$ cat src/hw/rtl/pbr_pkg.sv
`timescale 1ns / 1ps
// ----------------------------------------------------------------------------
// pbr_pkg
// Shared types, codes and helpers of the pixel blend raster-operation core.
// ----------------------------------------------------------------------------
package pbr_pkg;

    localparam int NUM_LANES  = 4;
    localparam int LANE_ALPHA = 3;

    // Configuration register indexes
    localparam logic [2:0] REG_BLEND_ENABLE     = 3'd0;
    localparam logic [2:0] REG_WRITE_MASK       = 3'd1;
    localparam logic [2:0] REG_RGB_SRC_WEIGHT   = 3'd2;
    localparam logic [2:0] REG_RGB_DST_WEIGHT   = 3'd3;
    localparam logic [2:0] REG_ALPHA_SRC_WEIGHT = 3'd4;
    localparam logic [2:0] REG_ALPHA_DST_WEIGHT = 3'd5;
    localparam logic [2:0] REG_RGB_EQUATION     = 3'd6;
    localparam logic [2:0] REG_ALPHA_EQUATION   = 3'd7;

    // Weight codes
    localparam logic [3:0] WGT_ZERO          = 4'd0;
    localparam logic [3:0] WGT_ONE           = 4'd1;
    localparam logic [3:0] WGT_SRC_ALPHA_SAT = 4'd2;
    localparam logic [3:0] WGT_DST           = 4'd3;
    localparam logic [3:0] WGT_INV_DST       = 4'd4;
    localparam logic [3:0] WGT_DST_ALPHA     = 4'd5;
    localparam logic [3:0] WGT_INV_DST_ALPHA = 4'd6;
    localparam logic [3:0] WGT_SRC           = 4'd7;
    localparam logic [3:0] WGT_INV_SRC       = 4'd8;
    localparam logic [3:0] WGT_SRC_ALPHA     = 4'd9;
    localparam logic [3:0] WGT_INV_SRC_ALPHA = 4'd10;

    // Equation codes
    localparam logic [1:0] EQ_ADD     = 2'd0;
    localparam logic [1:0] EQ_SUB     = 2'd1;
    localparam logic [1:0] EQ_REV_SUB = 2'd2;

    localparam logic [7:0]  UNORM_ONE  = 8'd255;
    localparam logic [15:0] ROUND_BIAS = 16'd127;
    // Smallest product sum that rounds above full scale
    localparam logic [16:0] SAT_LIMIT  = 17'd65153;

    typedef struct packed {
        logic [3:0] src_weight;
        logic [3:0] dst_weight;
        logic [1:0] equation;
    } lane_cfg_t;

    typedef struct packed {
        logic adv_a;
        logic adv_b;
    } lane_ctrl_t;

    function automatic logic [7:0] blend_factor(
        input logic [3:0] code,
        input logic [7:0] s,
        input logic [7:0] d,
        input logic [7:0] sa,
        input logic [7:0] da
    );
        logic [7:0] inv_da;
        logic [7:0] f;
        inv_da = UNORM_ONE - da;
        unique case (code)
            WGT_ZERO:          f = 8'd0;
            WGT_SRC_ALPHA_SAT: f = (inv_da < sa) ? inv_da : sa;
            WGT_DST:           f = d;
            WGT_INV_DST:       f = UNORM_ONE - d;
            WGT_DST_ALPHA:     f = da;
            WGT_INV_DST_ALPHA: f = inv_da;
            WGT_SRC:           f = s;
            WGT_INV_SRC:       f = UNORM_ONE - s;
            WGT_SRC_ALPHA:     f = sa;
            WGT_INV_SRC_ALPHA: f = UNORM_ONE - sa;
            default:           f = UNORM_ONE;
        endcase
        return f;
    endfunction

endpackage

$ cat src/hw/rtl/pbr_lane.sv
`timescale 1ns / 1ps
// ----------------------------------------------------------------------------
// pbr_lane
// One channel of the blend: factor select and products, then equation,
// rounding to unorm8 and clamp. Two register stages.
// ----------------------------------------------------------------------------
module pbr_lane (
    input  logic               aclk,
    input  pbr_pkg::lane_ctrl_t ctrl,
    input  pbr_pkg::lane_cfg_t  cfg,
    input  logic [7:0]         src,
    input  logic [7:0]         dst,
    input  logic [7:0]         src_alpha,
    input  logic [7:0]         dst_alpha,
    output logic [7:0]         result,
    output logic [7:0]         dst_out
);
    import pbr_pkg::*;

    logic [7:0]  fs;
    logic [7:0]  fd;
    logic [15:0] ts_reg;
    logic [15:0] ts_next;
    logic [15:0] td_reg;
    logic [15:0] td_next;
    logic [7:0]  dst_a_reg;
    logic [7:0]  res_reg;
    logic [7:0]  res_next;
    logic [7:0]  dst_b_reg;

    logic signed [17:0] t;
    logic [15:0]        x;
    logic [16:0]        q;

    assign fs      = blend_factor(cfg.src_weight, src, dst, src_alpha, dst_alpha);
    assign fd      = blend_factor(cfg.dst_weight, src, dst, src_alpha, dst_alpha);
    assign ts_next = fs * src;
    assign td_next = fd * dst;

    always_ff @(posedge aclk) begin
        if (ctrl.adv_a) begin
            ts_reg    <= ts_next;
            td_reg    <= td_next;
            dst_a_reg <= dst;
        end
    end

    always_comb begin
        unique case (cfg.equation)
            EQ_SUB:     t = $signed({2'b00, ts_reg}) - $signed({2'b00, td_reg});
            EQ_REV_SUB: t = $signed({2'b00, td_reg}) - $signed({2'b00, ts_reg});
            default:    t = $signed({2'b00, ts_reg}) + $signed({2'b00, td_reg});
        endcase
        // Round t/255 to nearest: divide by 255 as x + x/256 + 1, shifted by 8
        x = t[15:0] + ROUND_BIAS;
        q = ({1'b0, x} + {9'd0, x[15:8]} + 17'd1) >> 8;
        priority if (t <= 18'sd0) begin
            res_next = 8'd0;
        end else if (t[16:0] >= SAT_LIMIT) begin
            res_next = UNORM_ONE;
        end else begin
            res_next = q[7:0];
        end
    end

    always_ff @(posedge aclk) begin
        if (ctrl.adv_b) begin
            res_reg   <= res_next;
            dst_b_reg <= dst_a_reg;
        end
    end

    assign result  = res_reg;
    assign dst_out = dst_b_reg;

endmodule

$ cat src/hw/rtl/pbr_merge.sv
`timescale 1ns / 1ps
// ----------------------------------------------------------------------------
// pbr_merge
// Combine lane results with the old destination under the write mask and
// hold the finished pixel in the output register.
// ----------------------------------------------------------------------------
module pbr_merge (
    input  logic                            aclk,
    input  logic                            aresetn,
    input  logic                            load,
    input  logic                            in_valid,
    input  logic [pbr_pkg::NUM_LANES-1:0]   write_mask,
    input  logic [pbr_pkg::NUM_LANES*8-1:0] lane_result,
    input  logic [pbr_pkg::NUM_LANES*8-1:0] lane_dst,
    output logic                            out_valid,
    output logic [pbr_pkg::NUM_LANES*8-1:0] out_pixel
);
    import pbr_pkg::*;

    logic                     valid_reg;
    logic [NUM_LANES*8-1:0]   pixel_reg;
    logic [NUM_LANES*8-1:0]   pixel_next;

    always_comb begin
        for (int i = 0; i < NUM_LANES; i++) begin
            pixel_next[i*8 +: 8] = write_mask[i] ? lane_result[i*8 +: 8]
                                                 : lane_dst[i*8 +: 8];
        end
    end

    always_ff @(posedge aclk) begin
        if (!aresetn) begin
            valid_reg <= 1'b0;
        end else if (load) begin
            valid_reg <= in_valid;
        end
    end

    always_ff @(posedge aclk) begin
        if (load) begin
            pixel_reg <= pixel_next;
        end
    end

    assign out_valid = valid_reg;
    assign out_pixel = pixel_reg;

endmodule

$ cat src/hw/rtl/pixel_blend_rop_core.sv
`timescale 1ns / 1ps
// Registers in order: products, equation and rounding, masked merge into
// the output register. Throughput: one pixel per cycle while m_tready is
// high; four channel lanes work side by side and every stage advances on
// its own, so bubbles collapse under backpressure.
// Reset: aresetn (synchronous, active low) empties the pipeline and loads
// the configuration defaults (blend off, all channels writable).
// ----------------------------------------------------------------------------
// pixel_blend_rop_core
// Raster-operation blend of an RGBA8 source onto an ARGB8888 destination.
// ----------------------------------------------------------------------------
module pixel_blend_rop_core (
    input  logic        aclk,
    input  logic        aresetn,
    // Configuration write port
    input  logic        cfg_wr_en,
    input  logic [2:0]  cfg_index,
    input  logic [3:0]  cfg_data,
    // Input stream
    input  logic        s_tvalid,
    output logic        s_tready,
    // src_red[7:0], src_green[15:8], src_blue[23:16], src_alpha[31:24],
    // dst_pixel[63:32]
    input  logic [63:0] s_tdata,
    // Result stream
    output logic        m_tvalid,
    input  logic        m_tready,
    // new_pixel[31:0]
    output logic [31:0] m_tdata
);
    import pbr_pkg::*;

    logic       blend_enable_reg;
    logic [3:0] write_mask_reg;
    logic [3:0] rgb_src_weight_reg;
    logic [3:0] rgb_dst_weight_reg;
    logic [3:0] alpha_src_weight_reg;
    logic [3:0] alpha_dst_weight_reg;
    logic [1:0] rgb_equation_reg;
    logic [1:0] alpha_equation_reg;

    always_ff @(posedge aclk) begin
        if (!aresetn) begin
            blend_enable_reg     <= 1'b0;
            write_mask_reg       <= 4'hF;
            rgb_src_weight_reg   <= WGT_ONE;
            rgb_dst_weight_reg   <= WGT_ZERO;
            alpha_src_weight_reg <= WGT_ONE;
            alpha_dst_weight_reg <= WGT_ZERO;
            rgb_equation_reg     <= EQ_ADD;
            alpha_equation_reg   <= EQ_ADD;
        end else if (cfg_wr_en) begin
            unique case (cfg_index)
                REG_BLEND_ENABLE:     blend_enable_reg     <= cfg_data[0];
                REG_WRITE_MASK:       write_mask_reg       <= cfg_data;
                REG_RGB_SRC_WEIGHT:   rgb_src_weight_reg   <= cfg_data;
                REG_RGB_DST_WEIGHT:   rgb_dst_weight_reg   <= cfg_data;
                REG_ALPHA_SRC_WEIGHT: alpha_src_weight_reg <= cfg_data;
                REG_ALPHA_DST_WEIGHT: alpha_dst_weight_reg <= cfg_data;
                REG_RGB_EQUATION:     rgb_equation_reg     <= cfg_data[1:0];
                REG_ALPHA_EQUATION:   alpha_equation_reg   <= cfg_data[1:0];
                default: ;
            endcase
        end
    end

    // Lane settings: blending off becomes one*src + zero*dst, and the
    // saturate factor acts as one on alpha.
    lane_cfg_t rgb_cfg;
    lane_cfg_t alpha_cfg;

    always_comb begin
        if (blend_enable_reg) begin
            rgb_cfg.src_weight   = rgb_src_weight_reg;
            rgb_cfg.dst_weight   = rgb_dst_weight_reg;
            rgb_cfg.equation     = rgb_equation_reg;
            alpha_cfg.src_weight = (alpha_src_weight_reg == WGT_SRC_ALPHA_SAT) ?
                                   WGT_ONE : alpha_src_weight_reg;
            alpha_cfg.dst_weight = (alpha_dst_weight_reg == WGT_SRC_ALPHA_SAT) ?
                                   WGT_ONE : alpha_dst_weight_reg;
            alpha_cfg.equation   = alpha_equation_reg;
        end else begin
            rgb_cfg.src_weight   = WGT_ONE;
            rgb_cfg.dst_weight   = WGT_ZERO;
            rgb_cfg.equation     = EQ_ADD;
            alpha_cfg            = rgb_cfg;
        end
    end

    // Per-stage valid and ready; each stage loads when empty or draining
    logic       valid_a_reg;
    logic       valid_b_reg;
    logic       ready_a;
    logic       ready_b;
    logic       ready_c;
    lane_ctrl_t ctrl;

    assign ready_c    = !m_tvalid || m_tready;
    assign ready_b    = !valid_b_reg || ready_c;
    assign ready_a    = !valid_a_reg || ready_b;
    assign s_tready   = ready_a;
    assign ctrl       = '{adv_a: ready_a, adv_b: ready_b};

    always_ff @(posedge aclk) begin
        if (!aresetn) begin
            valid_a_reg <= 1'b0;
            valid_b_reg <= 1'b0;
        end else begin
            if (ready_a) begin
                valid_a_reg <= s_tvalid;
            end
            if (ready_b) begin
                valid_b_reg <= valid_a_reg;
            end
        end
    end

    // Channel bytes in pixel order: blue, green, red, alpha
    logic [NUM_LANES*8-1:0] src_bytes;
    logic [NUM_LANES*8-1:0] dst_bytes;
    logic [NUM_LANES*8-1:0] lane_result;
    logic [NUM_LANES*8-1:0] lane_dst;

    assign src_bytes = {s_tdata[31:24], s_tdata[7:0], s_tdata[15:8], s_tdata[23:16]};
    assign dst_bytes = s_tdata[63:32];

    for (genvar i = 0; i < NUM_LANES; i++) begin : g_lane
        pbr_lane u_lane (
            .aclk      (aclk),
            .ctrl      (ctrl),
            .cfg       ((i == LANE_ALPHA) ? alpha_cfg : rgb_cfg),
            .src       (src_bytes[i*8 +: 8]),
            .dst       (dst_bytes[i*8 +: 8]),
            .src_alpha (s_tdata[31:24]),
            .dst_alpha (s_tdata[63:56]),
            .result    (lane_result[i*8 +: 8]),
            .dst_out   (lane_dst[i*8 +: 8])
        );
    end

    pbr_merge u_merge (
        .aclk        (aclk),
        .aresetn     (aresetn),
        .load        (ready_c),
        .in_valid    (valid_b_reg),
        .write_mask  (write_mask_reg),
        .lane_result (lane_result),
        .lane_dst    (lane_dst),
        .out_valid   (m_tvalid),
        .out_pixel   (m_tdata)
    );

endmodule
$ cat config.mk
export PLATFORM = sky130hd
export DESIGN_NAME = pixel_blend_rop_core
export DESIGN_NICKNAME = d
export VERILOG_FILES = /design/src/hw/rtl/pbr_pkg.sv /design/src/hw/rtl/pbr_lane.sv /design/src/hw/rtl/pbr_merge.sv /design/src/hw/rtl/pixel_blend_rop_core.sv
export SDC_FILE = /design/constraint.sdc
export NUM_CORES = 2
export LEC_CHECK = 0
export BUFFER_PORTS_ARGS = -buffer_cell sky130_fd_sc_hd__buf_2
export CAP_MARGIN = 40
export CORE_ASPECT_RATIO = 1.1
export CORE_UTILIZATION = 62
export CTS_CLUSTER_SIZE = 16
export DETAILED_ROUTE_END_ITERATION = 10
export GPL_TIMING_DRIVEN = 0
export PLACE_DENSITY_LB_ADDON = 0.25
export SLEW_MARGIN = 20
export SYNTH_ARGS = -nofsm -noshare
export SYNTH_HDL_FRONTEND = slang
export SYNTH_HIERARCHICAL = 1
export SYNTH_SLANG_ARGS = --single-unit
$ cat constraint.sdc
create_clock -name aclk -period 20.7 [get_ports aclk]
set_input_delay 3.105 -clock aclk [delete_from_list [all_inputs] [get_ports aclk]]
set_output_delay 3.105 -clock aclk [all_outputs]
set_load 0.005 [all_outputs]
Word level (Yosys, flattened, before mapping)
Index checks and enable logic that the tools add are counted.
- register bits: 284
- latch bits: 0
- bits in writable memories: 0
- bits in read-only memories: 0
- output and inout port bits: 34
- memories kept: 0
- $add $sub $neg: 32
- $mul: 8
- divide/modulo/power cells: 0
- order comparisons: 9
- equal/unequal tests: 49
- shifts and indexed selects: 0
- mux-type cells: 25
- bitwise gates (word level): 0
- reductions and logical operators: 27
- operators by type and width (cell ; number):
    case mux 8 bit (10 select lines) ; 6
    case mux 18 bit (2 select lines) ; 4
    subtractor 16 x 16 -> 17 bit ; 8
    multiplier 8 x 8 -> 16 bit ; 8
    case mux 8 bit (6 select lines) ; 2
    <= comparator 18 x 1 -> 1 bit (second input constant) ; 4
    2-to-1 mux 8 bit ; 9
    adder 16 x 16 -> 17 bit ; 4
    greater-or-equal comparator 17 x 16 -> 1 bit (second input constant) ; 4
    adder 16 x 1 -> 16 bit (second input constant) ; 4
    adder 16 x 7 -> 16 bit (second input constant) ; 4
    adder 16 x 8 -> 16 bit ; 4
    == test 4 x 3 -> 1 bit (second input constant) ; 16
    subtractor 8 bit (first input constant) ; 8
    == test 4 bit (second input constant) ; 12
    == test 4 x 2 -> 1 bit (second input constant) ; 10
    2-to-1 mux 10 bit ; 2
    logical NOT 4 bit ; 4
    AND reduction 2 bit ; 8
    OR reduction 2 bit ; 8
    == test 3 bit (second input constant) ; 4
    less-than comparator 8 bit ; 1
    2-to-1 mux 4 bit ; 2
    == test 3 x 2 -> 1 bit (second input constant) ; 2
    other kinds (6) ; 12

Depth between registers and ports, before layout
- depth in word-level cells: 9
- mapped depth: 34

By module
Netlist, hierarchy kept.
- modules (own cells, without submodules) (module ; instances ; cells each ; area an instance (um2) ; sequential area each (um2)):
    pbr_lane at g_lane[2].u_lane ; 1 ; 1346 ; 11083.1 ; 1681.6
    pbr_lane at g_lane[1].u_lane ; 1 ; 1321 ; 10999.3 ; 1681.6
    pbr_lane at g_lane[3].u_lane ; 1 ; 1337 ; 10909.2 ; 1681.6
    pbr_lane at g_lane[0].u_lane ; 1 ; 1326 ; 10887.9 ; 1681.6
    pbr_merge ; 1 ; 71 ; 1522.7 ; 980.9
    pixel_blend_rop_core ; 1 ; 134 ; 1285.0 ; 540.5

Worst setup path after synthesis
No wires, ideal clock.
- kind: input -> register
- start: input s_tdata[25]
- end: register g_lane[1].u_lane.ts_reg[15] (data pin)
- library setup time: 0.260 ns
- arrival time: 9.483 ns
- data required time: 20.440 ns
- path slack: 10.957 ns
- cell stages on the path: 30
- path buffers: 0
- path through: inv_1 -> ha_1 -> a21boi_1 -> o21a_1 -> o21a_1 -> o21a_1 -> o21a_1 -> o21ai_0 -> nand2b_1 -> a21oi_2 -> mux2i_1 -> a221oi_1 -> nand2b_1 -> fa_1 -> fa_1 -> inv_1 -> fa_1 -> inv_1 -> fa_1 -> inv_1 -> ha_1 -> a21boi_0 -> o21ai_0 -> a21boi_0 -> o21a_1 -> o21ai_0 -> nand2b_1 -> a21oi_1 -> o21ai_0 -> xnor2_1
- longest elaborated chain between the ends: 4
- ends and longest elaborated chain (what ; RTL line ; RTL):
    start: declaration ; pixel_blend_rop_core.sv:24 ; input logic [63:0] s_tdata,
    less-than comparator 8 bit ; pbr_pkg.sv:67 ; WGT_SRC_ALPHA_SAT: f = (inv_da < sa) ? inv_da : sa;
    2-to-1 mux 8 bit ; pbr_pkg.sv:67 ;
    case mux 8 bit (10 select lines) * ; pbr_pkg.sv:65 ; unique case (code)
    multiplier 8 x 8 -> 16 bit * ; pbr_lane.sv:37 ; assign ts_next = fs * src;
    named net g_lane[1].u_lane.ts_next[15] ; pbr_lane.sv:23 ; logic [15:0] ts_next;
    end signal: assignment ; pbr_lane.sv:42 ; ts_reg <= ts_next;
    end: declaration ; pbr_lane.sv:22 ; logic [15:0] ts_reg;
Mark *: on every way through the listed nets, which the timed path passes. The rest lies on a longest branch.
A chain may end at the register's enable or synchronous reset.

Worst setup path after layout
- start: input s_tdata[57]
- end: register g_lane[3].u_lane.td_reg[15] (data pin)
- longest elaborated chain between the ends: 5
- ends and longest elaborated chain (what ; RTL line ; RTL):
    subtractor 8 bit ; pbr_pkg.sv:64, pbr_pkg.sv:69 ;
    less-than comparator 8 bit ; pbr_pkg.sv:67 ;
    2-to-1 mux 8 bit ; pbr_pkg.sv:67 ;
    case mux 8 bit (6 select lines) ; pbr_pkg.sv:65 ;
    multiplier 8 x 8 -> 16 bit * ; pbr_lane.sv:38 ; assign td_next = fd * dst;
    named net g_lane[3].u_lane.td_next[15] ; pbr_lane.sv:25 ; logic [15:0] td_next;
    end signal: assignment ; pbr_lane.sv:43 ; td_reg <= td_next;
    end: declaration ; pbr_lane.sv:24 ; logic [15:0] td_reg;
Marks and branches as above.

==> results.md <==
Critical path:
- The depth of the worst register-to-register path is 26.
- The cell with the biggest individual delay on the critical path is a221oi_1.
- For this run, the slowest stage of the critical path takes 680 ps.
- Tracing the worst setup path back leads to its startpoint at s_tdata[57].
- The register-to-register setup slack is 12670 ps.
- The required time at the endpoint of the critical path is 21040 ps.
- In this run the critical register-to-register path is captured at g_lane[1].u_lane/td_reg[15].
- In this design, the largest share of critical-path delay is due to compound AO/OA/AOI/OAI gates.
- The worst setup path is captured at a register.
- The startpoint class of the critical path is an input port.
- For the worst setup path, the data arrival time is 11270 ps.
- The number of buffers and inverters on the critical path is 7.
- The source of the worst register-to-register timing path is blend_enable_reg.
- Along the worst path, the maximum fanout reaches 24.
- The category of the critical setup timing path is in -> reg.

Detailed routing:
- The iteration count of the initial detailed-routing pass is 7.
- In this run the remaining antenna-violating nets after routing total 0.
- The number of DRC markers in iteration 0 is 3366.
- The via-per-instance ratio is 6.221.
- The wire length per cell after detailed routing is 19.76 microns.
- The routed layout has 41650 vias.
- In the routed design, unresolved DRC markers number 0.
- Summed over all layers, the routed wires come to 132300 microns.

Timing:
- The accumulated negative setup slack is 0 ps.
- The count of endpoints failing hold in the final timing report is 0.
- Setup violations remaining at the end of the flow were counted as 0.
- The final period demand of the worst path is 10930 ps.
- The worst pin sits at a relative slew slack of 24.97%.
- The transition time of the tightest slew-check pin is 1125 ps.
- In the finished design, the share of the clock period the worst path needs comes to 52.80%.
- Clock skew on the completed layout was measured at 24.01 ps.
- Derived from the worst setup path, the maximum achievable clock frequency is 0.09150 GHz.
- The number of slew-limit violations in the final report was 0.
- Setup repair after global routing left no endpoint under its margin.

Finish:
- Summing all multi-input logic gate instances after layout gives 34360 sq um.
- After filler insertion, the fill cell instance count of the layout stands at 6295.
- In the final design database the tool counted 6635 nets.
- The sequential standard cell area is 8248 sq um.
- The leading cell type in the layout, fill and taps excluded is inv_1.
- Leaving out fill and tap cells, the most frequent cells in the layout are 782 x inv_1, 556 x ha_1, 457 x a21oi_1.
- In the final layout, the share of cells above drive strength 1 is 7.122%.
- Compared with the post-synthesis result, the final layout area differs by 6.850%.

Global route:
- Entering global routing, the biggest net connects 93 pins.
- The via count of the first global-routing pass is 41150.
- The total overflow reported by the global router is 0.
- The first-pass GRT wire length is 214300 microns.
- Global routing consumed, over all layers together, 34.59% of the routing resources.
- The initial antenna violation count is 6.

CTS:
- Clock-pin slew was measured on the worst setup and hold paths at 60 ps.
- The longest clock path from root to sink contains 3 buffers.
- Gates resized during post-CTS repair numbered 0.
- The number of hold buffers added after CTS is 0.
- TritonCTS built the clock tree.
- The buffer cell driving the clock tree root is clkbuf_16.
- Clock tree synthesis found a total of 284 sinks.
- In this run the number of H-tree levels came out at 2.
- Counting the buffers created by CTS gives 35.
- Clock latency on the worst-skew pair, taken at its later pin, is 570 ps.
- The count of buffers added by post-CTS timing repair for setup is 0.

Die:
- The total die area is 76400 sq um.
- The row count is 105.
- The floorplan die height is 289.8 microns.
- The initial cell density of the core is 62.68%.
- The I/O pin count is 110.
- After floorplanning, the core was sized to cover 74490 sq um.
- The die is 263.6 microns wide.

Placement:
- The count of buffers from port buffering is 107.
- The congestion estimate from routability-driven global placement came to 0.9953.
- The half-perimeter wire length after detailed placement is 102900 microns.

Worst hold path:
- The worst hold path begins at g_lane[3].u_lane/dst_a_reg[0].
- The worst hold path was traced through 0 stages.
- For hold timing, the worst endpoint is g_lane[3].u_lane/dst_out[0].
- The worst hold path belongs to the class reg -> reg.

Synth:
- The average instance in the mapped netlist occupies 8.435 sq um.
- For this run, the leading register cell type out of synthesis is edfxtp_1.
- The netlist area before placement is 46690 sq um.
- The post-synthesis sequential area ratio is 17.67%.
- The fraction of registers with async set or reset after synthesis is 0%.
- The number of nets produced by synthesis is 6467.
- The post-synthesis instance total is 5535.
- In this run, synthesis produced a sequential element count of 284.
- The synthesized design contains 256 enable-type register cells.
- After synthesis, the netlist uses 133 different library cells.
- During synthesis, Yosys emitted a total of 6 warnings.

Outcome:
- The flow ran to the end, and the final reports show no timing, DRC or antenna violations.

Power:
- The power density of the placed cells is 84.67 nW/um^2.
- IR analysis of the VDD net gives a maximum drop of 0.1309 mV.
- Summed over all cells, the static leakage comes to 22.89 nW.
- Overall power consumption after layout is estimated at 4.224 mW.

Flow run:
- The tool flagged a number of max-cap violations equal to 0.
metrics by stage:
stage	cell area (sq um)	worst slack, ps	instances	util (%)	hold slack [ps]
after floorplan	46690	10960	5535	-	400.3
after global placement	48430	9028	6605	65.01	401.6
after detailed placement	48620	9325	6624	65.27	404.5
after CTS	49850	9876	6687	66.92	413.6
after global routing	49880	9181	6694	66.97	422.4
final	49890	9771	6695	66.97	415.9
worst max path at each step:
stage / to / depth (start not counted)
after global routing: g_lane[3].u_lane/td_reg[15] / 33
final: g_lane[3].u_lane/td_reg[15] / 33
after floorplan: g_lane[1].u_lane/ts_reg[15] / 30
after CTS: g_lane[3].u_lane/td_reg[15] / 33
after global placement: s_tready / 4
after detailed placement: g_lane[3].u_lane/td_reg[15] / 33
cell type report:
| cell class | instances | share of cell area (%) |
|---|---|---|
| Antenna cell | 3 | 0.01505 |
| Buffer | 261 | 2.227 |
| Clock buffer | 43 | 1.899 |
| Clock inverter | 20 | 0.5543 |
| Inverter | 796 | 6.010 |
| Multi-Input combinational cell | 4194 | 68.89 |
| Sequential cell | 284 | 16.53 |
| Tap cell | 963 | 2.415 |
| Timing Repair Buffer | 131 | 1.460 |
synth_stat cells (13+ instances only):
| cell | number | area share (%) |
|---|---|---|
| and3_1 | 26 | 0.35 |
| a22oi_1 | 23 | 0.37 |
| ha_1 | 556 | 15 |
| a21o_1 | 66 | 1.1 |
| nor3_1 | 62 | 0.66 |
| buf_2 | 45 | 0.48 |
| mux2_4 | 32 | 1.0 |
| a21oi_1 | 457 | 4.9 |
| and2_1 | 108 | 1.4 |
| a31oi_1 | 44 | 0.59 |
| nand2_1 | 322 | 2.6 |
| buf_1 | 26 | 0.21 |
| nor2_1 | 320 | 2.6 |
| fa_1 | 300 | 13 |
| a211o_1 | 19 | 0.36 |
| dfxtp_1 | 28 | 1.2 |
| mux2i_1 | 95 | 2.0 |
| nor3b_1 | 14 | 0.23 |
| a211oi_1 | 46 | 0.74 |
| o211ai_1 | 29 | 0.47 |
| o21ai_0 | 217 | 2.3 |
| nand3_1 | 63 | 0.68 |
| a221o_1 | 16 | 0.34 |
| or3_1 | 16 | 0.21 |
| xor2_1 | 41 | 0.77 |
| xnor2_1 | 153 | 2.9 |
| edfxtp_1 | 256 | 16 |
| or4_1 | 13 | 0.21 |
| nand3b_1 | 16 | 0.26 |
| nor2b_1 | 342 | 4.6 |
| o22ai_1 | 87 | 1.2 |
| clkbuf_1 | 177 | 1.4 |
| o21a_1 | 50 | 0.80 |
| o221ai_1 | 59 | 1.1 |
| a221oi_1 | 31 | 0.58 |
| o21ai_1 | 21 | 0.23 |
| nand4_1 | 26 | 0.35 |
| nand2b_1 | 171 | 2.3 |
| a21boi_0 | 24 | 0.39 |
| inv_1 | 784 | 6.3 |
| o21bai_1 | 23 | 0.37 |
| o31ai_1 | 23 | 0.37 |
| nor4_1 | 22 | 0.29 |
where the power goes:
group          switching, mW  internal (mW)
combinational           1.56           1.08
sequential            0.0710          0.851
clock                  0.260          0.403
total                   1.89           2.33
per-layer routing:
layer  global-route usage, %  vias to the layer above  wire (microns)
met5                       0                        -              41
met4                   14.15                        8            6063
met3                   5.363                      416           10340
met2                   57.89                     1726           61680
met1                   44.53                    20060           54170
li1                        -                    19440               -
worst reg2reg max path, cell delays in order (launching register included):
cell and delay (ps):
dfxtp_1 350, clkbuf_1 350, and2_1 560, clkbuf_1 450, clkinv_1 430, nor4_2 760
a211o_1 450, nand2_1 140, fa_1 450, fa_1 550, inv_1 40, ha_1 260
inv_1 60, fa_1 530, inv_1 40, ha_1 330, nor2b_1 140, o21ai_0 200
a21boi_0 150, o21ai_0 310, a21boi_0 190, o21a_1 210, o21ai_0 160, nand2b_1 80
a21oi_1 230, o21ai_0 160, xnor2_1 180
kinds of logic (layout without fill, tap and decap cells):
group,after synthesis,in the layout,synth area share [%]
simple gates,1596,1596,18.32
compound gates,1411,1411,20.46
buf+inv,1057,1251,8.780
mux,134,134,3.235
fa+ha+maj,856,856,27.76
flops,284,284,17.67
other cells,0,3,0
xor+xnor,197,197,3.768
Power figures use the tool's default switching activity.
